File: src/sv/bce_pkg.sv
// bce_pkg: types, scan tables and step tables for the block coefficient encoder
// no dependencies; imported by every module of the block but bce_ram
`default_nettype none

package bce_pkg;

   localparam int COEFF_WIDTH = 20;
   localparam int LEVEL_WIDTH = 9;
   localparam int WORD_WIDTH  = 16;
   localparam int BLOCK_SIZE  = 64;
   localparam int BANKS       = 2;

   localparam logic KIND_COEFF = 1'b0;
   localparam logic KIND_FLUSH = 1'b1;

   typedef struct packed {
      logic                          kind;
      logic signed [COEFF_WIDTH-1:0] coefficient;
   } req_type;

   typedef struct packed {
      logic [WORD_WIDTH-1:0] word;
      logic                  last;
   } rsp_type;

   // command handed from the load side to the coding side
   typedef struct packed {
      logic       kind;
      logic       bank;
      logic       any_nz;
      logic [5:0] last_nz;
   } cmd_type;

   // log2 of the quantiser step, indexed by row + col (last entry is padding)
   localparam logic [2:0] STEP_COARSE_LOG2 [16] =
      '{3'd3, 3'd2, 3'd3, 3'd3, 3'd4, 3'd4, 3'd5, 3'd5,
        3'd6, 3'd6, 3'd6, 3'd6, 3'd6, 3'd6, 3'd6, 3'd6};
   localparam logic [2:0] STEP_FINE_LOG2 [16] =
      '{3'd3, 3'd1, 3'd1, 3'd1, 3'd2, 3'd2, 3'd3, 3'd3,
        3'd4, 3'd4, 3'd4, 3'd5, 3'd5, 3'd5, 3'd5, 3'd5};

   // zigzag index -> raster position
   localparam logic [5:0] SCAN_ORDER [64] =
      '{6'd0,  6'd1,  6'd8,  6'd16, 6'd9,  6'd2,  6'd3,  6'd10,
        6'd17, 6'd24, 6'd32, 6'd25, 6'd18, 6'd11, 6'd4,  6'd5,
        6'd12, 6'd19, 6'd26, 6'd33, 6'd40, 6'd48, 6'd41, 6'd34,
        6'd27, 6'd20, 6'd13, 6'd6,  6'd7,  6'd14, 6'd21, 6'd28,
        6'd35, 6'd42, 6'd49, 6'd56, 6'd57, 6'd50, 6'd43, 6'd36,
        6'd29, 6'd22, 6'd15, 6'd23, 6'd30, 6'd37, 6'd44, 6'd51,
        6'd58, 6'd59, 6'd52, 6'd45, 6'd38, 6'd31, 6'd39, 6'd46,
        6'd53, 6'd60, 6'd61, 6'd54, 6'd47, 6'd55, 6'd62, 6'd63};

   // raster position -> zigzag index
   localparam logic [5:0] SCAN_INDEX [64] =
      '{6'd0,  6'd1,  6'd5,  6'd6,  6'd14, 6'd15, 6'd27, 6'd28,
        6'd2,  6'd4,  6'd7,  6'd13, 6'd16, 6'd26, 6'd29, 6'd42,
        6'd3,  6'd8,  6'd12, 6'd17, 6'd25, 6'd30, 6'd41, 6'd43,
        6'd9,  6'd11, 6'd18, 6'd24, 6'd31, 6'd40, 6'd44, 6'd53,
        6'd10, 6'd19, 6'd23, 6'd32, 6'd39, 6'd45, 6'd52, 6'd54,
        6'd20, 6'd22, 6'd33, 6'd38, 6'd46, 6'd51, 6'd55, 6'd60,
        6'd21, 6'd34, 6'd37, 6'd47, 6'd50, 6'd56, 6'd59, 6'd61,
        6'd35, 6'd36, 6'd48, 6'd49, 6'd57, 6'd58, 6'd62, 6'd63};

   function automatic logic is_short(input logic signed [LEVEL_WIDTH-1:0] v);
      return (v >= -9'sd4) && (v <= 9'sd3);
   endfunction

   function automatic logic is_medium(input logic signed [LEVEL_WIDTH-1:0] v);
      return (v >= -9'sd32) && (v <= 9'sd31);
   endfunction

endpackage

`default_nettype wire

File: src/sv/block_coefficient_encoder_core.sv
// block_coefficient_encoder_core: quantise, zigzag and run-length code 8x8 blocks
// depends on bce_pkg, bce_ram, bce_queue, bce_front and bce_back
//
//   port group   dir   handshake            payload
//   req_         in    req_valid/req_ready  req_type  (kind, coefficient)
//   rsp_         out   rsp_valid/rsp_ready  rsp_type  (word, last)
//   csr_         in    csr_write_enable     csr_write_data (table select)
//
// coefficients load one per cycle while req_ready is high
// a queued flush is popped in the idle state once the output is free; the coding pass
// pops the command, primes the read-out window, then codes each value, zero and run in
// scan order, then a finish step sends any held word; its pace is set by the single ram
// read port and the one-code-per-cycle packer, which waits while the output is busy
// two store banks let the next block load while the previous one is coded
// reset is synchronous and clears control state only; the store needs no clearing
// a stalled rsp_ holds the packer, and req_ stalls once both banks are busy or the queue is full
`default_nettype none

module block_coefficient_encoder_core import bce_pkg::*; #(
   parameter int COEFF_FRACTION_BITS = 4,
   parameter int QUEUE_DEPTH         = 4
) (
   input  wire logic    clock,
   input  wire logic    reset,
   input  wire logic    req_valid,
   output logic         req_ready,
   input  wire req_type req,
   output logic         rsp_valid,
   input  wire logic    rsp_ready,
   output rsp_type      rsp,
   input  wire logic    csr_write_enable,
   input  wire logic    csr_write_data
);

   // store write side (front) and read side (back)
   logic                   ram_we;
   logic [6:0]             ram_waddr;
   logic [LEVEL_WIDTH-1:0] ram_wdata;
   logic [6:0]             ram_raddr;
   logic [LEVEL_WIDTH-1:0] ram_rdata;

   // command queue
   logic    push, pop, queue_full, queue_empty;
   cmd_type push_cmd, head_cmd;

   // block completion back to the load side
   logic       block_done;
   logic [1:0] pending;

   bce_front #(
      .FRACTION_BITS (COEFF_FRACTION_BITS)
   ) u_front (
      .clock             (clock),
      .reset             (reset),
      .req_valid         (req_valid),
      .req_ready         (req_ready),
      .req               (req),
      .csr_write_enable  (csr_write_enable),
      .csr_write_data    (csr_write_data),
      .queue_full        (queue_full),
      .block_done        (block_done),
      .ram_write_enable  (ram_we),
      .ram_write_address (ram_waddr),
      .ram_write_data    (ram_wdata),
      .push              (push),
      .cmd               (push_cmd),
      .pending           (pending)
   );

   // two banks of one block each
   bce_ram #(
      .WIDTH (LEVEL_WIDTH),
      .DEPTH (BANKS * BLOCK_SIZE)
   ) u_store (
      .clock         (clock),
      .write_enable  (ram_we),
      .write_address (ram_waddr),
      .write_data    (ram_wdata),
      .read_address  (ram_raddr),
      .read_data     (ram_rdata)
   );

   bce_queue #(
      .DEPTH (QUEUE_DEPTH)
   ) u_queue (
      .clock     (clock),
      .reset     (reset),
      .push      (push),
      .push_data (push_cmd),
      .pop       (pop),
      .pop_data  (head_cmd),
      .full      (queue_full),
      .empty     (queue_empty)
   );

   bce_back u_back (
      .clock            (clock),
      .reset            (reset),
      .queue_empty      (queue_empty),
      .head             (head_cmd),
      .queue_pop        (pop),
      .ram_read_address (ram_raddr),
      .ram_read_data    (ram_rdata),
      .block_done       (block_done),
      .rsp_valid        (rsp_valid),
      .rsp_ready        (rsp_ready),
      .rsp              (rsp)
   );

`ifndef SYNTHESIS
   // never push a command into a full queue
   assert property (@(posedge clock) disable iff (reset) push |-> !queue_full)
      else $error("command pushed into full queue");

   // a block can only finish if one was handed over
   assert property (@(posedge clock) disable iff (reset) block_done |-> (pending != 2'd0))
      else $error("block finished with none pending");

   // no pop from an empty queue
   assert property (@(posedge clock) disable iff (reset) pop |-> !queue_empty)
      else $error("command popped from empty queue");

   // output register is empty straight after reset
   assert property (@(posedge clock) reset |=> !rsp_valid)
      else $error("response valid after reset");
`endif

endmodule

`default_nettype wire

File: src/sv/bce_ram.sv
// bce_ram: generic single write port, single read port ram with registered read
// no dependencies
`default_nettype none

module bce_ram #(
   parameter int WIDTH = 9,
   parameter int DEPTH = 128
) (
   input  wire logic                     clock,
   input  wire logic                     write_enable,
   input  wire logic [$clog2(DEPTH)-1:0] write_address,
   input  wire logic [WIDTH-1:0]         write_data,
   input  wire logic [$clog2(DEPTH)-1:0] read_address,
   output logic      [WIDTH-1:0]         read_data
);

   logic [WIDTH-1:0] mem [DEPTH];

   always_ff @(posedge clock) begin
      if (write_enable) begin
         mem[write_address] <= write_data;
      end
      read_data <= mem[read_address];
   end

endmodule

`default_nettype wire

File: src/sv/bce_queue.sv
// bce_queue: short command fifo between the load side and the coding side
// depends on bce_pkg for cmd_type
`default_nettype none

module bce_queue import bce_pkg::*; #(
   parameter int DEPTH = 4
) (
   input  wire logic    clock,
   input  wire logic    reset,
   input  wire logic    push,
   input  wire cmd_type push_data,
   input  wire logic    pop,
   output cmd_type      pop_data,
   output logic         full,
   output logic         empty
);

   localparam int AW = (DEPTH > 1) ? $clog2(DEPTH) : 1;
   localparam int CW = $clog2(DEPTH + 1);

   cmd_type         slot_ff [DEPTH];
   logic [AW-1:0]   wr_ptr_ff, wr_ptr_in;
   logic [AW-1:0]   rd_ptr_ff, rd_ptr_in;
   logic [CW-1:0]   count_ff, count_in;

   assign full     = (count_ff == CW'(DEPTH));
   assign empty    = (count_ff == '0);
   assign pop_data = slot_ff[rd_ptr_ff];

   always_comb begin
      wr_ptr_in = wr_ptr_ff;
      rd_ptr_in = rd_ptr_ff;
      count_in  = count_ff;
      if (push) begin
         wr_ptr_in = (wr_ptr_ff == AW'(DEPTH - 1)) ? '0 : wr_ptr_ff + 1'b1;
      end
      if (pop) begin
         rd_ptr_in = (rd_ptr_ff == AW'(DEPTH - 1)) ? '0 : rd_ptr_ff + 1'b1;
      end
      if (push && !pop) begin
         count_in = count_ff + 1'b1;
      end else if (pop && !push) begin
         count_in = count_ff - 1'b1;
      end
   end

   always_ff @(posedge clock) begin
      if (reset) begin
         wr_ptr_ff <= '0;
         rd_ptr_ff <= '0;
         count_ff  <= '0;
      end else begin
         wr_ptr_ff <= wr_ptr_in;
         rd_ptr_ff <= rd_ptr_in;
         count_ff  <= count_in;
      end
   end

   always_ff @(posedge clock) begin
      if (push) begin
         slot_ff[wr_ptr_ff] <= push_data;
      end
   end

endmodule

`default_nettype wire

File: src/sv/bce_front.sv
// bce_front: accepts words, quantises coefficients into the block store, queues commands
// depends on bce_pkg; drives the write port of bce_ram and the push side of bce_queue
`default_nettype none

module bce_front import bce_pkg::*; #(
   parameter int FRACTION_BITS = 4
) (
   input  wire logic    clock,
   input  wire logic    reset,
   input  wire logic    req_valid,
   output logic         req_ready,
   input  wire req_type req,
   input  wire logic    csr_write_enable,
   input  wire logic    csr_write_data,
   input  wire logic    queue_full,
   input  wire logic    block_done,
   output logic         ram_write_enable,
   output logic [6:0]   ram_write_address,
   output logic [LEVEL_WIDTH-1:0] ram_write_data,
   output logic         push,
   output cmd_type      cmd,
   output logic [1:0]   pending
);

   logic        table_sel_ff;
   logic [5:0]  pos_ff, pos_in;
   logic        bank_ff, bank_in;
   logic        any_nz_ff, any_nz_in;
   logic [5:0]  last_nz_ff, last_nz_in;
   logic [1:0]  pending_ff, pending_in;

   logic        accept, accept_coeff;
   logic [19:0] raw, mag;
   logic        neg;
   logic [3:0]  tab_idx, shift;
   logic [2:0]  step_log2;
   logic [20:0] half, total, r;
   logic [LEVEL_WIDTH-1:0] level;
   logic        base_any;
   logic [5:0]  base_last, zz;

   assign req_ready    = !queue_full && (pending_ff < 2'd2);
   assign accept       = req_valid && req_ready;
   assign accept_coeff = accept && (req.kind == KIND_COEFF);
   assign pending      = pending_ff;

   // quantiser: round half away from zero by a power-of-two step, then clip
   always_comb begin
      raw       = req.coefficient;
      neg       = raw[19];
      mag       = neg ? (~raw + 20'd1) : raw;
      tab_idx   = {1'b0, pos_ff[5:3]} + {1'b0, pos_ff[2:0]};
      step_log2 = table_sel_ff ? STEP_FINE_LOG2[tab_idx] : STEP_COARSE_LOG2[tab_idx];
      shift     = {1'b0, step_log2} + 4'(FRACTION_BITS);
      half      = 21'd1 << (shift - 4'd1);
      total     = {1'b0, mag} + half;
      r         = total >> shift;
      if (neg) begin
         level = (r > 21'd256) ? 9'h100 : 9'(~r + 21'd1);
      end else begin
         level = (r > 21'd255) ? 9'd255 : r[8:0];
      end
   end

   // last nonzero position in scan order, for the end-of-block marker
   always_comb begin
      zz         = SCAN_INDEX[pos_ff];
      base_any   = (pos_ff == 6'd0) ? 1'b0 : any_nz_ff;
      base_last  = (pos_ff == 6'd0) ? 6'd0 : last_nz_ff;
      any_nz_in  = base_any;
      last_nz_in = base_last;
      if (level != '0) begin
         any_nz_in = 1'b1;
         if (!base_any || (zz > base_last)) begin
            last_nz_in = zz;
         end
      end
   end

   always_comb begin
      pos_in  = pos_ff;
      bank_in = bank_ff;
      if (accept_coeff) begin
         pos_in = pos_ff + 6'd1;
         if (pos_ff == 6'd63) begin
            bank_in = !bank_ff;
         end
      end
      pending_in = pending_ff;
      if ((push && (req.kind == KIND_COEFF)) && !block_done) begin
         pending_in = pending_ff + 2'd1;
      end else if (block_done && !(push && (req.kind == KIND_COEFF))) begin
         pending_in = pending_ff - 2'd1;
      end
   end

   assign ram_write_enable  = accept_coeff;
   assign ram_write_address = {bank_ff, pos_ff};
   assign ram_write_data    = level;

   assign push        = accept && ((req.kind == KIND_FLUSH) || (pos_ff == 6'd63));
   assign cmd.kind    = req.kind;
   assign cmd.bank    = bank_ff;
   assign cmd.any_nz  = any_nz_in;
   assign cmd.last_nz = last_nz_in;

   always_ff @(posedge clock) begin
      if (reset) begin
         table_sel_ff <= 1'b0;
         pos_ff       <= '0;
         bank_ff      <= 1'b0;
         pending_ff   <= '0;
      end else begin
         if (csr_write_enable) begin
            table_sel_ff <= csr_write_data;
         end
         pos_ff     <= pos_in;
         bank_ff    <= bank_in;
         pending_ff <= pending_in;
      end
   end

   always_ff @(posedge clock) begin
      if (accept_coeff) begin
         any_nz_ff  <= any_nz_in;
         last_nz_ff <= last_nz_in;
      end
   end

endmodule

`default_nettype wire

File: src/sv/bce_back.sv
// bce_back: zigzag read-out, run-length coding and 16-bit word packing
// depends on bce_pkg; reads bce_ram and pops bce_queue
`default_nettype none

module bce_back import bce_pkg::*; (
   input  wire logic    clock,
   input  wire logic    reset,
   input  wire logic    queue_empty,
   input  wire cmd_type head,
   output logic         queue_pop,
   output logic [6:0]   ram_read_address,
   input  wire logic [LEVEL_WIDTH-1:0] ram_read_data,
   output logic         block_done,
   output logic         rsp_valid,
   input  wire logic    rsp_ready,
   output rsp_type      rsp
);

   typedef enum logic [2:0] {
      ST_IDLE   = 3'b001,
      ST_CODE   = 3'b010,
      ST_FINISH = 3'b100
   } state_type;

   state_type  state_ff, state_in;

   logic signed [LEVEL_WIDTH-1:0] win_ff [4];
   logic signed [LEVEL_WIDTH-1:0] win_in [4];
   logic [2:0]  wcnt_ff, wcnt_in;
   logic        rd_pend_ff;
   logic [6:0]  ra_ff, ra_in;
   logic [6:0]  k_ff, k_in;
   logic [2:0]  run_ff, run_in;
   logic        bank_ff, bank_in;
   logic        any_nz_ff, any_nz_in;
   logic [5:0]  last_nz_ff, last_nz_in;

   logic [15:0] buf_ff, buf_in;
   logic [3:0]  cnt_ff, cnt_in;
   logic [15:0] hold_ff, hold_in;
   logic        hold_valid_ff, hold_valid_in;
   rsp_type     out_ff, out_in;
   logic        out_valid_ff, out_valid_in;

   logic        out_free, go, issue, trailing, pair_ok;
   logic [2:0]  need, wnext;
   logic [1:0]  cons;
   logic [1:0]  slot;
   logic        tok_valid;
   logic [12:0] tok;
   logic [3:0]  tok_len;
   logic [28:0] val;
   logic [4:0]  total;
   logic [15:0] packed_word;
   logic signed [LEVEL_WIDTH-1:0] cur, n1, n2;

   assign out_free  = !out_valid_ff || rsp_ready;
   assign rsp_valid = out_valid_ff;
   assign rsp       = out_ff;
   assign cur = win_ff[0];
   assign n1  = win_ff[1];
   assign n2  = win_ff[2];
   assign ram_read_address = {bank_ff, SCAN_ORDER[ra_ff[5:0]]};

   always_comb begin
      state_in      = state_ff;
      k_in          = k_ff;
      ra_in         = ra_ff;
      run_in        = run_ff;
      bank_in       = bank_ff;
      any_nz_in     = any_nz_ff;
      last_nz_in    = last_nz_ff;
      buf_in        = buf_ff;
      cnt_in        = cnt_ff;
      hold_in       = hold_ff;
      hold_valid_in = hold_valid_ff;
      out_in        = out_ff;
      out_valid_in  = out_valid_ff && !rsp_ready;
      queue_pop     = 1'b0;
      block_done    = 1'b0;
      cons          = 2'd0;
      tok_valid     = 1'b0;
      tok           = '0;
      tok_len       = '0;
      issue         = 1'b0;

      need     = (k_ff >= 7'd62) ? 3'(7'd64 - k_ff) : 3'd3;
      go       = (wcnt_ff >= need) && out_free;
      trailing = !any_nz_ff || (k_ff[5:0] > last_nz_ff);
      pair_ok  = (k_ff < 7'd63) && is_short(n1)
                 && !((n1 == '0) && (k_ff < 7'd62) && (n2 == '0));

      case (state_ff)
         ST_IDLE: begin
            if (!queue_empty) begin
               if (head.kind == KIND_FLUSH) begin
                  if (out_free) begin
                     queue_pop = 1'b1;
                     if (cnt_ff != '0) begin
                        out_in.word  = 16'({16'd0, buf_ff} << (5'd16 - {1'b0, cnt_ff}));
                        out_in.last  = 1'b1;
                        out_valid_in = 1'b1;
                        buf_in       = '0;
                        cnt_in       = '0;
                     end
                  end
               end else begin
                  queue_pop  = 1'b1;
                  bank_in    = head.bank;
                  any_nz_in  = head.any_nz;
                  last_nz_in = head.last_nz;
                  k_in       = '0;
                  ra_in      = '0;
                  run_in     = '0;
                  state_in   = ST_CODE;
               end
            end
         end
         ST_CODE: begin
            if (go) begin
               if (cur == '0) begin
                  if (trailing) begin
                     // end of block, pending run dropped
                     tok_valid = 1'b1;
                     tok       = 13'(4'b1010);
                     tok_len   = 4'd4;
                     state_in  = ST_FINISH;
                  end else begin
                     cons = 2'd1;
                     if (run_ff == 3'd7) begin
                        tok_valid = 1'b1;
                        tok       = 13'(5'b11000);
                        tok_len   = 4'd5;
                        run_in    = '0;
                     end else begin
                        run_in = run_ff + 3'd1;
                     end
                  end
               end else if (run_ff != '0) begin
                  tok_valid = 1'b1;
                  tok       = 13'({2'b11, run_ff});
                  tok_len   = 4'd5;
                  run_in    = '0;
               end else if (is_short(cur)) begin
                  tok_valid = 1'b1;
                  if (pair_ok) begin
                     tok     = 13'({2'b00, cur[2:0], n1[2:0]});
                     tok_len = 4'd8;
                     cons    = 2'd2;
                  end else begin
                     tok     = 13'({2'b01, cur[2:0]});
                     tok_len = 4'd5;
                     cons    = 2'd1;
                  end
               end else if (is_medium(cur)) begin
                  tok_valid = 1'b1;
                  tok       = 13'({3'b100, cur[5:0]});
                  tok_len   = 4'd9;
                  cons      = 2'd1;
               end else begin
                  tok_valid = 1'b1;
                  tok       = {4'b1011, cur};
                  tok_len   = 4'd13;
                  cons      = 2'd1;
               end
               k_in = k_ff + {5'd0, cons};
               if (k_in == 7'd64) begin
                  state_in = ST_FINISH;
               end
            end
         end
         ST_FINISH: begin
            if (!hold_valid_ff) begin
               block_done = 1'b1;
               state_in   = ST_IDLE;
            end else if (out_free) begin
               out_in.word   = hold_ff;
               out_in.last   = 1'b1;
               out_valid_in  = 1'b1;
               hold_valid_in = 1'b0;
               block_done    = 1'b1;
               state_in      = ST_IDLE;
            end
         end
         default: begin
            state_in = ST_IDLE;
         end
      endcase

      // bit packer, one code per cycle while the output is free, at most one word completes
      val         = ({13'd0, buf_ff} << tok_len) | {16'd0, tok};
      total       = {1'b0, cnt_ff} + {1'b0, tok_len};
      packed_word = 16'(val >> (total - 5'd16));
      if (tok_valid) begin
         buf_in = val[15:0];
         if (total >= 5'd16) begin
            cnt_in = 4'(total - 5'd16);
            if (hold_valid_ff) begin
               out_in.word  = hold_ff;
               out_in.last  = 1'b0;
               out_valid_in = 1'b1;
            end
            hold_in       = packed_word;
            hold_valid_in = 1'b1;
         end else begin
            cnt_in = total[3:0];
         end
      end

      // look-ahead window refill
      for (int i = 0; i < 4; i++) begin
         win_in[i] = ((i + int'(cons)) < 4) ? win_ff[(i + int'(cons)) % 4] : win_ff[i];
      end
      slot  = 2'(wcnt_ff - {1'b0, cons});
      wnext = wcnt_ff - {1'b0, cons} + {2'd0, rd_pend_ff};
      if (rd_pend_ff) begin
         win_in[slot] = ram_read_data;
      end
      if (state_ff != ST_CODE) begin
         wnext = '0;
      end
      if ((state_ff == ST_CODE) && (ra_ff < 7'd64) && (wnext <= 3'd3)) begin
         issue = 1'b1;
         ra_in = ra_ff + 7'd1;
      end
      wcnt_in = wnext;
   end

   always_ff @(posedge clock) begin
      if (reset) begin
         state_ff      <= ST_IDLE;
         wcnt_ff       <= '0;
         rd_pend_ff    <= 1'b0;
         buf_ff        <= '0;
         cnt_ff        <= '0;
         hold_valid_ff <= 1'b0;
         out_valid_ff  <= 1'b0;
      end else begin
         state_ff      <= state_in;
         wcnt_ff       <= wcnt_in;
         rd_pend_ff    <= issue;
         buf_ff        <= buf_in;
         cnt_ff        <= cnt_in;
         hold_valid_ff <= hold_valid_in;
         out_valid_ff  <= out_valid_in;
      end
   end

   always_ff @(posedge clock) begin
      win_ff     <= win_in;
      ra_ff      <= ra_in;
      k_ff       <= k_in;
      run_ff     <= run_in;
      bank_ff    <= bank_in;
      any_nz_ff  <= any_nz_in;
      last_nz_ff <= last_nz_in;
      hold_ff    <= hold_in;
      out_ff     <= out_in;
   end

endmodule

`default_nettype wire

File: config.mk
export PLATFORM = sky130hd
export DESIGN_NAME = block_coefficient_encoder_core
export DESIGN_NICKNAME = d
export VERILOG_FILES = /design/src/sv/bce_pkg.sv /design/src/sv/block_coefficient_encoder_core.sv /design/src/sv/bce_ram.sv /design/src/sv/bce_queue.sv /design/src/sv/bce_front.sv /design/src/sv/bce_back.sv
export SDC_FILE = /design/constraint.sdc
export NUM_CORES = 2
export LEC_CHECK = 0
export ABC_AREA = 0
export BUFFER_PORTS_ARGS = -buffer_cell sky130_fd_sc_hd__buf_2
export CAP_MARGIN = 20
export CORE_MARGIN = 8
export CORE_UTILIZATION = 30
export DETAILED_ROUTE_END_ITERATION = 8
export GPL_ROUTABILITY_DRIVEN = 0
export PLACE_DENSITY = 0.51
export SETUP_SLACK_MARGIN = 0.4
export SLEW_MARGIN = 20
export SYNTH_ARGS = -nofsm -noshare
export SYNTH_HDL_FRONTEND = slang
export SYNTH_HIERARCHICAL = 1
export SYNTH_SLANG_ARGS = --single-unit
File: constraint.sdc
create_clock -name clock -period 25.9 [get_ports clock]
set_clock_uncertainty 0.2 [all_clocks]
set_input_delay 3.885 -clock clock [delete_from_list [all_inputs] [get_ports clock]]
set_output_delay 3.885 -clock clock [all_outputs]
set_load 0.02 [all_outputs]
==> results.sh <==
export IMPL_status="finished clean"
export IMPL_port_buffers=45
export IMPL_vias_per_cell=5.21
export IMPL_seq_area_frac_synth_pct=63.7
export IMPL_critPathSlowestCell="buf_4"
export IMPL_crit_required_ns=26.14
export IMPL_cts_setup_buffers=0
export IMPL_slew_viol_final=0
export IMPL_cts_resized_gates=0
export IMPL_tightest_slew_ns=1.17
export IMPL_drtPass1Iterations=5
export IMPL_fmax_mhz=96.2
export IMPL_cts_hold_buf=0
export IMPL_crit_path_start_kind="primary input"
export IMPL_root_buffer="clkbuf_16"
export IMPL_synth_ff_type="edfxtp_1"
export IMPL_die_area_mm2=0.221
export IMPL_totalWireLength_um=159000
export IMPL_htreeDepth=4
export IMPL_std_cell_rows=166
export IMPL_relSlewSlack_pct=22.1
export IMPL_routedWlPerCell_um=23.7
export IMPL_ios=46
export IMPL_grt_pass1_vias=35300
export IMPL_cts_buffers_inserted=151
export IMPL_initial_core_util_pct=30.2
export IMPL_avgSynthCellArea_um2=16.0
export IMPL_yosys_warnings=6
export IMPL_insertion_delay_ns=0.79
export IMPL_netlist_instances=3864
export IMPL_n_fill_cell=19400
export IMPL_cp_cell_sequence="buf_2 -> inv_1 -> ha_1 -> nor4b_1 -> nand2_1 -> o41ai_1 -> xnor2_1 -> ha_1 -> nand4_1 -> a211oi_1 -> a211o_1 -> and3_1 -> and2_1 -> nor4b_1 -> o22ai_1 -> nand2_1 -> o22ai_4 -> o211ai_1 -> a21oi_4 -> buf_4"
export IMPL_rsz0062_at_grt="false"
export IMPL_max_stage_delay_ns=0.86
export IMPL_leakage_nw=22.0
export IMPL_utilization_pct=34.1
export IMPL_hold_depth=2
export IMPL_cts_buffer_depth=3
export IMPL_synth_edf_count=1236
export IMPL_final_cell_mix="edfxtp_1, mux4_2, nor2_1"
export IMPL_fin_tns_setup_ns=0
export IMPL_hpwl_um=102000
export IMPL_async_reset_ff_share_pct=0
export IMPL_remaining_drc_errors=0
export IMPL_num_vias=35000
export IMPL_grt_max_degree=135
export IMPL_cts_tree="yes"
export IMPL_yosysUniqueCellTypes=140
export IMPL_rr_worst_depth=20
export IMPL_grt_use_total_pct=14.0
export IMPL_peakVddDrop_uv=144
export IMPL_drive_gt1_share_pct=22.0
export IMPL_hold_path_class="flop to flop"
export IMPL_drtIter0Drc=3172
export IMPL_grt_ovfl_total=0
export IMPL_critPathCaptureType="flop"
export IMPL_nets=4009
export IMPL_die_height_um=470
export IMPL_critPathMaxFanout=96
export IMPL_syn2layout_area_growth_pct=13.1
export IMPL_grt_first_pass_wirelength_um=239000
export IMPL_core_area_mm2=0.205
export IMPL_power_density_mw_per_mm2=105
export IMPL_hold_viol_final=0
export IMPL_maxCapViolations=0
export IMPL_clk_pin_slew_ns=0.06
export IMPL_path_class="primary input to flop"
export IMPL_setup_viol=0
export IMPL_period_share_pct=40.1
export IMPL_ant_nets=0
export IMPL_syn_area_mm2=0.0617
export IMPL_cts_sinks=1346
export IMPL_ys_ff_latch=1346
export IMPL_antenna_found_initial=4
export IMPL_critical_path_arrival_ns=10.63
export IMPL_die_w_um=470
export IMPL_layout_commonest_cell="edfxtp_1"
export IMPL_fin_crit_ns=10.40
==> area by class of cell <==
class	instances	area, um^2	area share (%)
diodes	2	5.00	0.00717
flip-flops and latches	1346	39300	56.3
well taps	2688	3360	4.82
clock inverters	85	821	1.18
repair buffers	118	846	1.21
inverters	75	298	0.427
multi-input cells	2205	21100	30.3
clock buffers	191	4010	5.75
==> critical path: cells and delay by family <==
family,cells,cell delay (ns)
buffers and inverters,3,1.04
AO/OA/AOI/OAI,7,2.89
XOR/XNOR,1,0.20
AND/OR/NAND/NOR,7,1.97
adder cells (fa/ha/maj),2,0.49
==> power by group <==
group	switching, mW	internal (mW)
logic	1.48	1.20
clock network	0.892	1.18
registers	0.0775	2.48
total	2.45	4.87
==> path summary, 6_finish.rpt <==
check,from,slack (ns),to
hold / removal,u_back/hold_ff[12]$_DFFE_PP_,0.25,u_back/rsp[13]$_DFF_P_
setup / recovery,req[1],15.50,u_store/mem[80][2]$_DFFE_PP_
hold reg to reg,u_back/hold_ff[12]$_DFFE_PP_,0.25,u_back/rsp[13]$_DFF_P_
setup reg to reg,u_front/pos_ff[1]$_SDFFE_PP0P_,17.64,u_store/mem[80][2]$_DFFE_PP_
==> Yosys cell counts, drive strengths merged (51+ instances only) <==
library cell  instances  area share, %
edfxtp             1236             60
buf                  96           0.96
nor3                 62           0.55
nand3                73           0.62
o21ai               127            1.1
a31oi                51           0.52
nand2               217            1.3
a21oi               146            1.2
ha                   81            1.6
inv                  71           0.44
clkbuf              150            1.0
mux4                405             15
dfxtp               110            3.6
mux2i               119            2.0
nor2                317            2.0
==> logic make-up (layout without fill, tap and decap cells) <==
family                     Yosys count  count (layout)  share of synthesized area, %
muxes                              561             561                          17.4
adders and majority gates           86              86                          1.79
other                                1              11                       0.00607
AOI/OAI and AO/OA                  610             610                          6.81
buffers and inverters              321             469                          2.46
xor gates and xnor gates            63              63                         0.906
and+or+nand+nor                    876             876                          6.90
DFF                               1346            1346                          63.7
==> registers in the layout, summed over array words and instances, names as in the netlist, 3 cells and up, named ones only <==
| register | cells |
|---|---|
| u_back/state_ff | 3 |
| u_back/n2 | 9 |
| u_queue/slot_ff | 36 |
| u_back/buf_ff | 16 |
| u_back/cnt_ff | 4 |
| u_back/last_nz_ff | 6 |
| u_back/cur | 9 |
| u_store/read_data | 9 |
| u_back/n1 | 9 |
| u_front/pos_ff | 6 |
| u_queue/count_ff | 3 |
| u_front/last_nz_ff | 6 |
| u_back/win_ff | 9 |
| u_back/ra_ff | 7 |
| u_back/hold_ff | 16 |
| u_back/rsp | 17 |
| u_back/run_ff | 3 |
| u_store/mem | 1152 |
| u_back/k_ff | 7 |
| u_back/wcnt_ff | 3 |
==> per-stage QoR <==
step / std cells / cell area, um^2 / hold slack (ns) / total power [mW] / setup slack (ns)
floorplan: 3872 / 61800 / 0.218 / 4.46 / 13.59
global placement: 6428 / 64900 / 0.233 / 5.34 / 14.99
detailed placement: 6431 / 64900 / 0.231 / 5.35 / 14.74
CTS: 6707 / 69700 / 0.244 / 7.44 / 15.61
global route: 6709 / 69800 / 0.268 / 7.64 / 15.05
finish: 6710 / 69800 / 0.245 / 7.32 / 15.50
==> layer usage <==
layer  vias to the layer above  track usage [%]  routed length [um]
met5                         -                0                   0
met4                         0             3.60                3520
met3                       215             2.28                7070
met2                       909             23.4               77900
met1                     18300             19.1               70500
li1                      15600                -                   -
(Power assumes the default switching activity.)
